File: src/hw/rtl/pfba_pkg.sv
// Shared types and constants for the per-pixel Fourier bin accumulator.
package pfba_pkg;

    localparam int PIXEL_COUNT_DEF = 16384;
    localparam int ACC_WIDTH_DEF   = 48;

    localparam int IDX_W     = 14;
    localparam int PIX_W     = 16;
    localparam int WGT_W     = 16;
    localparam int PROD_W    = WGT_W + PIX_W + 1;
    localparam int OUT_ACC_W = 48;
    localparam int SUM_W     = 32;

    typedef enum logic [1:0] {
        KIND_ACC   = 2'd0,
        KIND_READ  = 2'd1,
        KIND_CLEAR = 2'd2
    } kind_t;

    typedef struct packed {
        logic acc;
        logic rd;
        logic clr;
    } op_t;

endpackage

File: src/hw/rtl/pfba_update.sv
// Saturating update of one entry: weighted real/imag sums and plain pixel sum.
module pfba_update #(
    parameter int ACC_WIDTH = pfba_pkg::ACC_WIDTH_DEF
) (
    input  logic                                clear,
    input  logic signed [ACC_WIDTH-1:0]         old_real,
    input  logic signed [ACC_WIDTH-1:0]         old_imag,
    input  logic        [pfba_pkg::SUM_W-1:0]   old_sum,
    input  logic signed [pfba_pkg::PROD_W-1:0]  prod_re,
    input  logic signed [pfba_pkg::PROD_W-1:0]  prod_im,
    input  logic        [pfba_pkg::PIX_W-1:0]   pix,
    output logic signed [ACC_WIDTH-1:0]         new_real,
    output logic signed [ACC_WIDTH-1:0]         new_imag,
    output logic        [pfba_pkg::SUM_W-1:0]   new_sum
);

    localparam int AX = ACC_WIDTH + 1;
    localparam int SX = pfba_pkg::SUM_W + 1;

    logic signed [AX-1:0] re_wide;
    logic signed [AX-1:0] im_wide;
    logic        [SX-1:0] sum_wide;

    function automatic logic [ACC_WIDTH-1:0] sat(input logic [AX-1:0] v);
        logic [ACC_WIDTH-1:0] r;
        if (v[AX-1] != v[AX-2])
        begin
            r = v[AX-1] ? {1'b1, {(ACC_WIDTH-1){1'b0}}} : {1'b0, {(ACC_WIDTH-1){1'b1}}};
        end
        else
        begin
            r = v[ACC_WIDTH-1:0];
        end
        return r;
    endfunction

    always_comb
    begin
        re_wide  = AX'(old_real) + AX'(prod_re);
        im_wide  = AX'(old_imag) - AX'(prod_im);
        sum_wide = SX'(old_sum) + SX'(pix);
        if (clear)
        begin
            new_real = '0;
            new_imag = '0;
            new_sum  = '0;
        end
        else
        begin
            new_real = sat(re_wide);
            new_imag = sat(im_wide);
            new_sum  = sum_wide[SX-1] ? '1 : sum_wide[pfba_pkg::SUM_W-1:0];
        end
    end

endmodule
File: config.mk
export PLATFORM = sky130hd
export DESIGN_NAME = pfba_update
export DESIGN_NICKNAME = d
export VERILOG_FILES = /design/src/hw/rtl/pfba_pkg.sv /design/src/hw/rtl/pfba_update.sv
export SDC_FILE = /design/constraint.sdc
export NUM_CORES = 1
export LEC_CHECK = 0
export BUFFER_PORTS_ARGS = -buffer_cell sky130_fd_sc_hd__buf_2
export CAP_MARGIN = 10
export CORE_ASPECT_RATIO = 0.75
export CORE_MARGIN = 4
export CORE_UTILIZATION = 30
export DETAILED_ROUTE_END_ITERATION = 6
export PLACE_DENSITY = 0.61
export SLEW_MARGIN = 25
export SYNTH_ARGS = -nofsm -noshare
export SYNTH_HDL_FRONTEND = slang
export SYNTH_SLANG_ARGS = --single-unit
File: constraint.sdc
create_clock -name vclk -period 3.45
set_clock_uncertainty 0.15 [all_clocks]
set_input_delay 0 -clock vclk [all_inputs]
set_output_delay 0 -clock vclk [all_outputs]
set_load 0.01 [all_outputs]
==> impl.org, run 1 <==
** Status
- Outcome :: finished clean

** Timing
- Time the final worst path needs with I/O delays and setup :: ~3400 ps
- Number of slew-limit violations in the final report :: 0
- Timing would allow up to 298 MHz.
- On the final layout, the worst hold slack is about 240 ps.
- Setup violations remaining at the end of the flow were counted as 0.
- Actual slew at the worst max-slew pin :: roughly 670 ps
- After layout, the worst setup slack is between 90 and 100 ps.
- In this run the tightest slew margin relative to its limit is 0.556.
- The number of hold-slack violations in the final timing report is 0.
- Dividing the final minimum period by the clock period gives 0.971.

** Global route
- Initial antenna violation count :: 3
- Overall track demand over capacity in global routing :: 0.199
- Sum of overflow across all layers after global routing :: 0
- The number of global-route vias before repair was 9,377.
- First-pass GRT wire length :: ~50 mm
- Entering global routing, the biggest net connects between 50 and 60 pins.

** Layout
- Registers take 0 um^2.
- The clock buffers instantiated in the layout total 0.
- Summing all multi-input logic gate instances after layout gives between 7000 and 8000 um^2.
- Counting the fill cells in the layout gives 2,830.
- Area growth, synth to finish :: 33.8%
- Sequential cell count of the final layout :: 0
- For this run, the post-layout net count is around 1.9k.
- Layout cell share with drive strength beyond 1 :: 0.314

** Drt
- Before antenna repair, the detailed router went through 5 iterations.
- In this run the remaining antenna-violating nets after routing total 0.
- After detailed routing, the number of vias per cell comes to approximately 5.4.
- Final Routed Wirelength :: 32.3 mm
- Routed via count :: approximately 10k
- After detailed routing, the number of remaining DRC violations is 0.
- Violation count after the first detailed-routing iteration :: ~640
- Routed length per placed instance :: roughly 17 um

** Power and ir drop
- Worst VDD drop :: roughly 0.20 mV
- Pleak :: roughly 5.3 nW
- Dividing total power by cell area gives a power density of between 200 and 300 nW/um^2.

** Floorplanning
- Io pins :: around 340
- Measured along the x axis, the die boundary spans 195 um.
- For this configuration, the core starts out at a cell density of 0.304.
- The floorplan step defined a die boundary enclosing 29,000 um^2.
- In this run the core area contains between 50 and 60 standard-cell rows.
- The region available for standard cell placement spans 26,000 um^2.
- The floorplan step set the die height to around 150 um.

** Placed design
- In this run the tool buffered the top-level ports with between 300 and 400 buffer cells.
- DP Worst Slack :: -173 ps
- Global placer's final weighted congestion :: 0.936
- Once detailed placement completed, the half-perimeter wirelength came to 27.3 mm.

** Critical path
- For the worst setup path, the data required time is ~3300 ps.
- By startpoint and endpoint, the worst setup path is classified as input port to output pin.
- Data arrival time of the critical path :: ~3200 ps
- CP max FO :: 7
- STA classifies the critical path startpoint as an input port.
- The worst setup path is captured at an output pin.
- First element of the critical path :: old_real[12]
- CP endpoint :: new_real[13]

** Run
- Max-cap violations in this run came to 0.

** Hold path
- Type of the tightest min-delay check :: input port to output pin
- The startpoint identified for the worst hold timing path is old_sum[25].

** Yosys
- Of the synthesized area, sequential elements account for 0.
- The netlist uses 75 different library cells.
- Fraction of post-synthesis cell area in the top cell type by area :: 0.177
- The cell count after synthesis came out at about 1.2k.
- Yosys printed 0 warnings.
- sky130_fd_sc_hd__ha_1 takes more of the synthesized area than any other cell.
- The number of nets handed over by synthesis was around 1.5k.
- Ranked by total cell area, the synthesized netlist is headed by sky130_fd_sc_hd__ha_1 (18%), sky130_fd_sc_hd__a21oi_1 (13%), sky130_fd_sc_hd__xnor2_1 (7.9%).
- Dividing the synthesized area by the synthesized cell count gives between 6 and 7 um^2.
- Summing every instance area after synthesis gives between 7000 and 8000 um^2.

** Clock network
- In this run, post-CTS hold repair placed 0 buffers.
==> Yosys cell counts, types with 10 or more instances <==
cell                       number
sky130_fd_sc_hd__a21oi_1      206
sky130_fd_sc_hd__ha_1         112
sky130_fd_sc_hd__nand2_1       93
sky130_fd_sc_hd__inv_1         73
sky130_fd_sc_hd__o21ai_0       73
sky130_fd_sc_hd__nor2_1        72
sky130_fd_sc_hd__xnor2_1       71
sky130_fd_sc_hd__a21o_1        59
sky130_fd_sc_hd__clkbuf_1      44
sky130_fd_sc_hd__xor2_1        36
sky130_fd_sc_hd__a21oi_2       31
sky130_fd_sc_hd__o21ai_1       28
sky130_fd_sc_hd__nand3_1       27
sky130_fd_sc_hd__nand4_1       20
sky130_fd_sc_hd__nor3_1        19
sky130_fd_sc_hd__o21bai_1      18
sky130_fd_sc_hd__nor2b_1       16
sky130_fd_sc_hd__o211ai_1      16
sky130_fd_sc_hd__and3_1        13
sky130_fd_sc_hd__o21a_1        13
sky130_fd_sc_hd__a211oi_1      11
sky130_fd_sc_hd__buf_2         11
sky130_fd_sc_hd__a31oi_1       10
==> routing by layer <==
| layer | vias to the layer above | global-route usage | share of wire |
|---|---|---|---|
| li1 | 5121 | - | - |
| met4 | 4 | 0.0206 | 0.012 |
| met2 | 358 | 0.317 | 0.45 |
| met5 | - | 0 | 0.00043 |
| met3 | 27 | 0.0147 | 0.053 |
| met1 | 4749 | 0.302 | 0.49 |
==> worst min-delay path by stage <==
stage,depth (start not counted),slack (ps),endpoint
after global routing,3,260,new_sum[23]
after global placement,4,230,new_sum[29]
after CTS,4,240,new_sum[25]
after floorplan,2,-8,new_sum[29]
final,4,240,new_sum[25]
after detailed placement,4,230,new_sum[25]
==> worst max-delay path, stage by stage <==
cell,delay [ps]
sky130_fd_sc_hd__buf_2,110
sky130_fd_sc_hd__ha_1,370
sky130_fd_sc_hd__nand2_1,180
sky130_fd_sc_hd__a2111oi_2,350
sky130_fd_sc_hd__a22oi_2,190
sky130_fd_sc_hd__o21ai_2,200
sky130_fd_sc_hd__o21ai_2,100
sky130_fd_sc_hd__o41a_1,470
sky130_fd_sc_hd__o2111ai_1,200
sky130_fd_sc_hd__mux2i_1,100
sky130_fd_sc_hd__buf_4,160
sky130_fd_sc_hd__xor2_4,150
sky130_fd_sc_hd__buf_12,160
sky130_fd_sc_hd__clkbuf_16,160
sky130_fd_sc_hd__a21oi_2,140
sky130_fd_sc_hd__buf_2,150
==> cell usage in the layout (no fill, tap or decap), types with 16 or more instances in the layout <==
cell | synthesis | routed
sky130_fd_sc_hd__buf_2 | 11 | 339
sky130_fd_sc_hd__a21oi_1 | 206 | 203
sky130_fd_sc_hd__ha_1 | 112 | 110
sky130_fd_sc_hd__nand2_1 | 93 | 93
sky130_fd_sc_hd__inv_1 | 73 | 73
sky130_fd_sc_hd__nor2_1 | 72 | 72
sky130_fd_sc_hd__o21ai_0 | 73 | 70
sky130_fd_sc_hd__xnor2_1 | 71 | 70
sky130_fd_sc_hd__a21o_1 | 59 | 58
sky130_fd_sc_hd__buf_4 | 1 | 57
sky130_fd_sc_hd__xor2_1 | 36 | 34
sky130_fd_sc_hd__a21oi_2 | 31 | 34
sky130_fd_sc_hd__nand3_1 | 27 | 27
sky130_fd_sc_hd__o21ai_1 | 28 | 27
sky130_fd_sc_hd__nand4_1 | 20 | 20
sky130_fd_sc_hd__nor3_1 | 19 | 18
sky130_fd_sc_hd__o21bai_1 | 18 | 18
sky130_fd_sc_hd__o211ai_1 | 16 | 16
sky130_fd_sc_hd__nor2b_1 | 16 | 16
==> cell families (layout without fill, tap and decap cells) <==
logic type,Yosys count,count (layout),share of synthesized area
compound gates,540,540,0.441
simple gates,297,297,0.179
buf+inv,135,482,0.0720
fa+ha+maj,117,117,0.187
xor+xnor,107,107,0.119
mux,2,2,0.00253
other cells,0,1,0
==> report_power, final <==
group          switching, mW    total (mW)  internal (mW)  leakage, nW
Combinational           1.52          2.70           1.18         5.29
Sequential                 0             0              0            0
Clock                      0  0.0000000388   0.0000000388   0.00000634
Total                   1.52          2.70           1.18         5.29
==> timing repair <==
action	4_1_cts	5_1_grt
setup buffers	3	5
cloned	0	5
resized for setup	5	20
pin swaps	2	11
endpoints found under the setup margin	50	95
==> metrics by stage <==
step,util,std cells,total power [mW],setup TNS (ps),cell area (um^2)
after floorplan,-,1198,1.64,0,7900
after global placement,0.396,1876,2.49,-5180,10300
after detailed placement,0.396,1876,2.50,-6790,10300
after CTS,0.398,1879,2.52,0,10300
after global routing,0.407,1890,2.94,-116,10600
final,0.407,1890,2.70,0,10600
==> area by class of cell <==
type | instances | share of cell area
Antenna cell | 1 | 0.000237
Timing Repair Buffer | 409 | 0.227
Multi-Input combinational cell | 1063 | 0.707
Tap cell | 344 | 0.0407
Inverter | 73 | 0.0259
(Power assumes the default switching activity.)
==> run 2: changes to the inputs <==
--- a/config.mk
+++ b/config.mk
@@ -9,9 +9,9 @@
 export CAP_MARGIN = 10
 export CORE_ASPECT_RATIO = 0.75
 export CORE_MARGIN = 4
-export CORE_UTILIZATION = 30
+export CORE_UTILIZATION = 39
 export DETAILED_ROUTE_END_ITERATION = 6
-export PLACE_DENSITY = 0.61
+export PLACE_DENSITY = 0.74
 export SLEW_MARGIN = 25
 export SYNTH_ARGS = -nofsm -noshare
 export SYNTH_HDL_FRONTEND = slang
==> constraint.sdc (replaced) <==
create_clock -name vclk -period 3.6
set_clock_uncertainty 0.15 [all_clocks]
set_input_delay 0 -clock vclk [all_inputs]
set_output_delay 0 -clock vclk [all_outputs]
set_load 0.01 [all_outputs]
==> run 2 against run 1 <==
- setup slack better by 35 ps
- highest routed layer is now met4
- first-iteration DRC count is 60% higher
- final cell count is 5.9% lower
- clock-buffer cell count stayed put
- routed wire length is 4.9% lower
- non-clock buffer count is 23 lower
- total power is 11% lower
- via count is 1.8% higher
- utilization is 11 points higher
- sequential cell count stayed put
- global-route usage is 5.2 points higher
==> impl.org, run 2 (same netlist as run 1, synthesis figures left out) <==
** Layout
- Sequential cell count of the final layout :: 0 (unchanged)
- The area growth from synthesis to layout is 28.2%.
- Most frequent standard cell in the layout excluding fill and tap cells :: sky130_fd_sc_hd__buf_2
- The top cell types in the final layout, fill and taps aside, are sky130_fd_sc_hd__buf_2 (339), sky130_fd_sc_hd__a21oi_1 (206), sky130_fd_sc_hd__ha_1 (111).
- Number of clock buffers in the layout :: 0 (unchanged)
- The number of filler instances in the final layout came to 1,998 (-29%).
- Area taken by flip-flops and latches :: 0 um^2 (unchanged)
- The fraction of layout cells with a size suffix above 1 is 0.298 (-0.0163).
- Final layout net count :: 1,850 (-1.2%)

** Critical path
- Classification of the worst setup path :: input port to output pin
- The highest fanout seen on the critical path was 30 (+23).
- The worst setup path is captured at an output pin.
- CP required :: 3450 ps (+150 ps)
- The critical path arrival was 3310 ps (+110 ps).
- The worst setup path is launched from an input port.
- First element of the critical path :: prod_im[32]

** Drt
- First-pass detailed-route iteration total :: 5 (unchanged)
- The DRC violations left is 0 (unchanged).
- Post-DRT Antenna Nets :: 0 (unchanged)
- Violation count after the first detailed-routing iteration :: 1,020 (+60%)
- Routed length per placed instance :: 17.3 um (+1.1%)
- Mean number of vias per cell :: 5.87 (+8.1%)
- The number of vias after detailed routing was 10.4k (+1.8%).
- Final Routed Wirelength :: 30.7 mm (-4.9%)

** Timing
- Actual slew at the worst max-slew pin :: 820 ps (+154 ps)
- Time the final worst path needs with I/O delays and setup :: roughly 3500 ps
- Setup repair after global routing missed its margin :: no
- Max-slew headroom :: 0.454 (-0.102)
- Period utilisation layout :: 0.962
- Number of endpoints failing setup at the final stage :: 0 (unchanged)
- Final sum of negative setup slack :: 0 ps (unchanged)
- The number of hold-slack violations in the final timing report came to 0 (unchanged).
- The final worst setup slack was 135 ps (+35.5 ps).
- The count of final max-slew check failures came to 0 (unchanged).
- Timing would allow up to between 200 and 300 MHz.

** Floorplanning
- Starting utilization of the core area :: 0.402 (+0.0978)
- The die boundary height is 131 um (-12%).
- Row cnt :: 44 (-14%)
- The total die area is 22,600 um^2 (-22%).
- Die span in x :: 172 um (-12%)
- Io pins :: 339 (unchanged)
- The area of the core was 19,700 um^2 (-24%).

** Run
- Max-cap check violation count :: 0 (unchanged)

** Placed design
- DP Worst Slack :: 43.8 ps (+217 ps)
- The port buffer count is 339 (unchanged).
- Global placer's final weighted congestion :: 1.03 (+9.6%)
- The detailed placer's ending HPWL came to 26.1 mm (-4.5%).

** Power and ir drop
- The total design power was 2.42 mW (-11%).
- Combinational power share :: 1.000 (about the same)
- The switching portion of total power came to 0.586 (+0.0233).
- The static leakage was 5.12 nW (-3.3%).
- Clock network fraction of total power :: 0 (unchanged)
- The power dissipated by switching net loads is 1.42 mW (-6.8%).
- Internal power contribution :: 1000 uW (-15%)
- Worst VDD drop :: 0.113 mV (-43%)
- Seq pwr share :: 0 (unchanged)
- Cell area power density :: 238 nW/um^2 (-6.7%)

** Global route
- Sum of overflow across all layers after global routing :: 0 (unchanged)
- The number of global-route vias before repair was 9,633 (+2.7%).
- First-pass GRT wire length :: 48.4 mm (-1.2%)
- Pin count of the biggest net entering global routing :: 74 (+45%)
- The number of antenna violations at the first check in global routing came to 4 (+1).
- The total global routing track utilization is 0.251 (+0.0518).

** Hold path
- Type of the tightest min-delay check :: input port to output pin
- Number of cells on the worst hold path :: 3 (-1)
- Start point of the worst min-delay path :: old_sum[23]

** Status
- The flow ran to the end, and the final reports show no timing, DRC or antenna violations.

** Clock network
- Number of hold buffers added after cts :: 0 (unchanged)
run 2: changes by cell type in the layout (fill, tap and decap cells not counted), sizes merged:
cell / change
clkbuf: -4
inv: -1
buf: -19
clkinvlp: +1
diode: +3
run 2: worst max-delay path, cell delays in order:
cell and delay [ps]:
sky130_fd_sc_hd__buf_2 100, sky130_fd_sc_hd__clkinvlp_4 170, sky130_fd_sc_hd__buf_4 190, sky130_fd_sc_hd__ha_1 330, sky130_fd_sc_hd__nand2_1 130, sky130_fd_sc_hd__nor2_1 280
sky130_fd_sc_hd__nand2_1 110, sky130_fd_sc_hd__o211ai_1 240, sky130_fd_sc_hd__a221oi_4 130, sky130_fd_sc_hd__and3_1 180, sky130_fd_sc_hd__a311o_1 330, sky130_fd_sc_hd__or2_1 280
sky130_fd_sc_hd__buf_12 170, sky130_fd_sc_hd__nand2_2 150, sky130_fd_sc_hd__buf_12 210, sky130_fd_sc_hd__a21oi_1 120, sky130_fd_sc_hd__buf_2 190
run 2: area by class of cell:
type                       instances  area [um^2]  area share
timing repair buffer             386         2110       0.208
tap                              253          317      0.0312
inverter                          73          278      0.0274
antenna                            4         10.0    0.000988
multi-input combinational       1063         7420       0.732
run 2: final timing paths:
path	endpoint	slack, ps
max	new_imag[1]	140
min	new_sum[23]	210
run 2: layer usage:
metal | track usage | wire length, um
met5 | 0 | 0
met4 | 0.0519 | 459
met3 | 0.0339 | 2800
met2 | 0.385 | 13400
met1 | 0.372 | 14000
run 2: timing repair:
action | 4_1_cts | 5_1_grt
resized for setup | 0 | 16
buffers inserted | 0 | 3
setup endpoints to repair | 0 | 94
run 2: power groups by stage:
| stage | Sequential, mW | Combinational [mW] | Clock, mW |
|---|---|---|---|
| finish | 0 | 2.42 | 0.000000149 |
| global route | 0 | 2.63 | 0.000000149 |
| CTS | 0 | 2.37 | 0 |
| detailed placement | 0 | 2.35 | 0 |
| global placement | 0 | 2.34 | 0 |
| floorplan | 0 | 1.57 | 0 |
run 2: stage by stage:
stage	utilization	hold slack (ps)	instance area [um^2]	std cells
after floorplan	-	-7.78	7900	1198
final	0.516	210	10100	1779
after global placement	0.511	203	10000	1772
after CTS	0.511	208	10000	1772
after detailed placement	0.511	205	10000	1772
after global routing	0.516	214	10100	1779
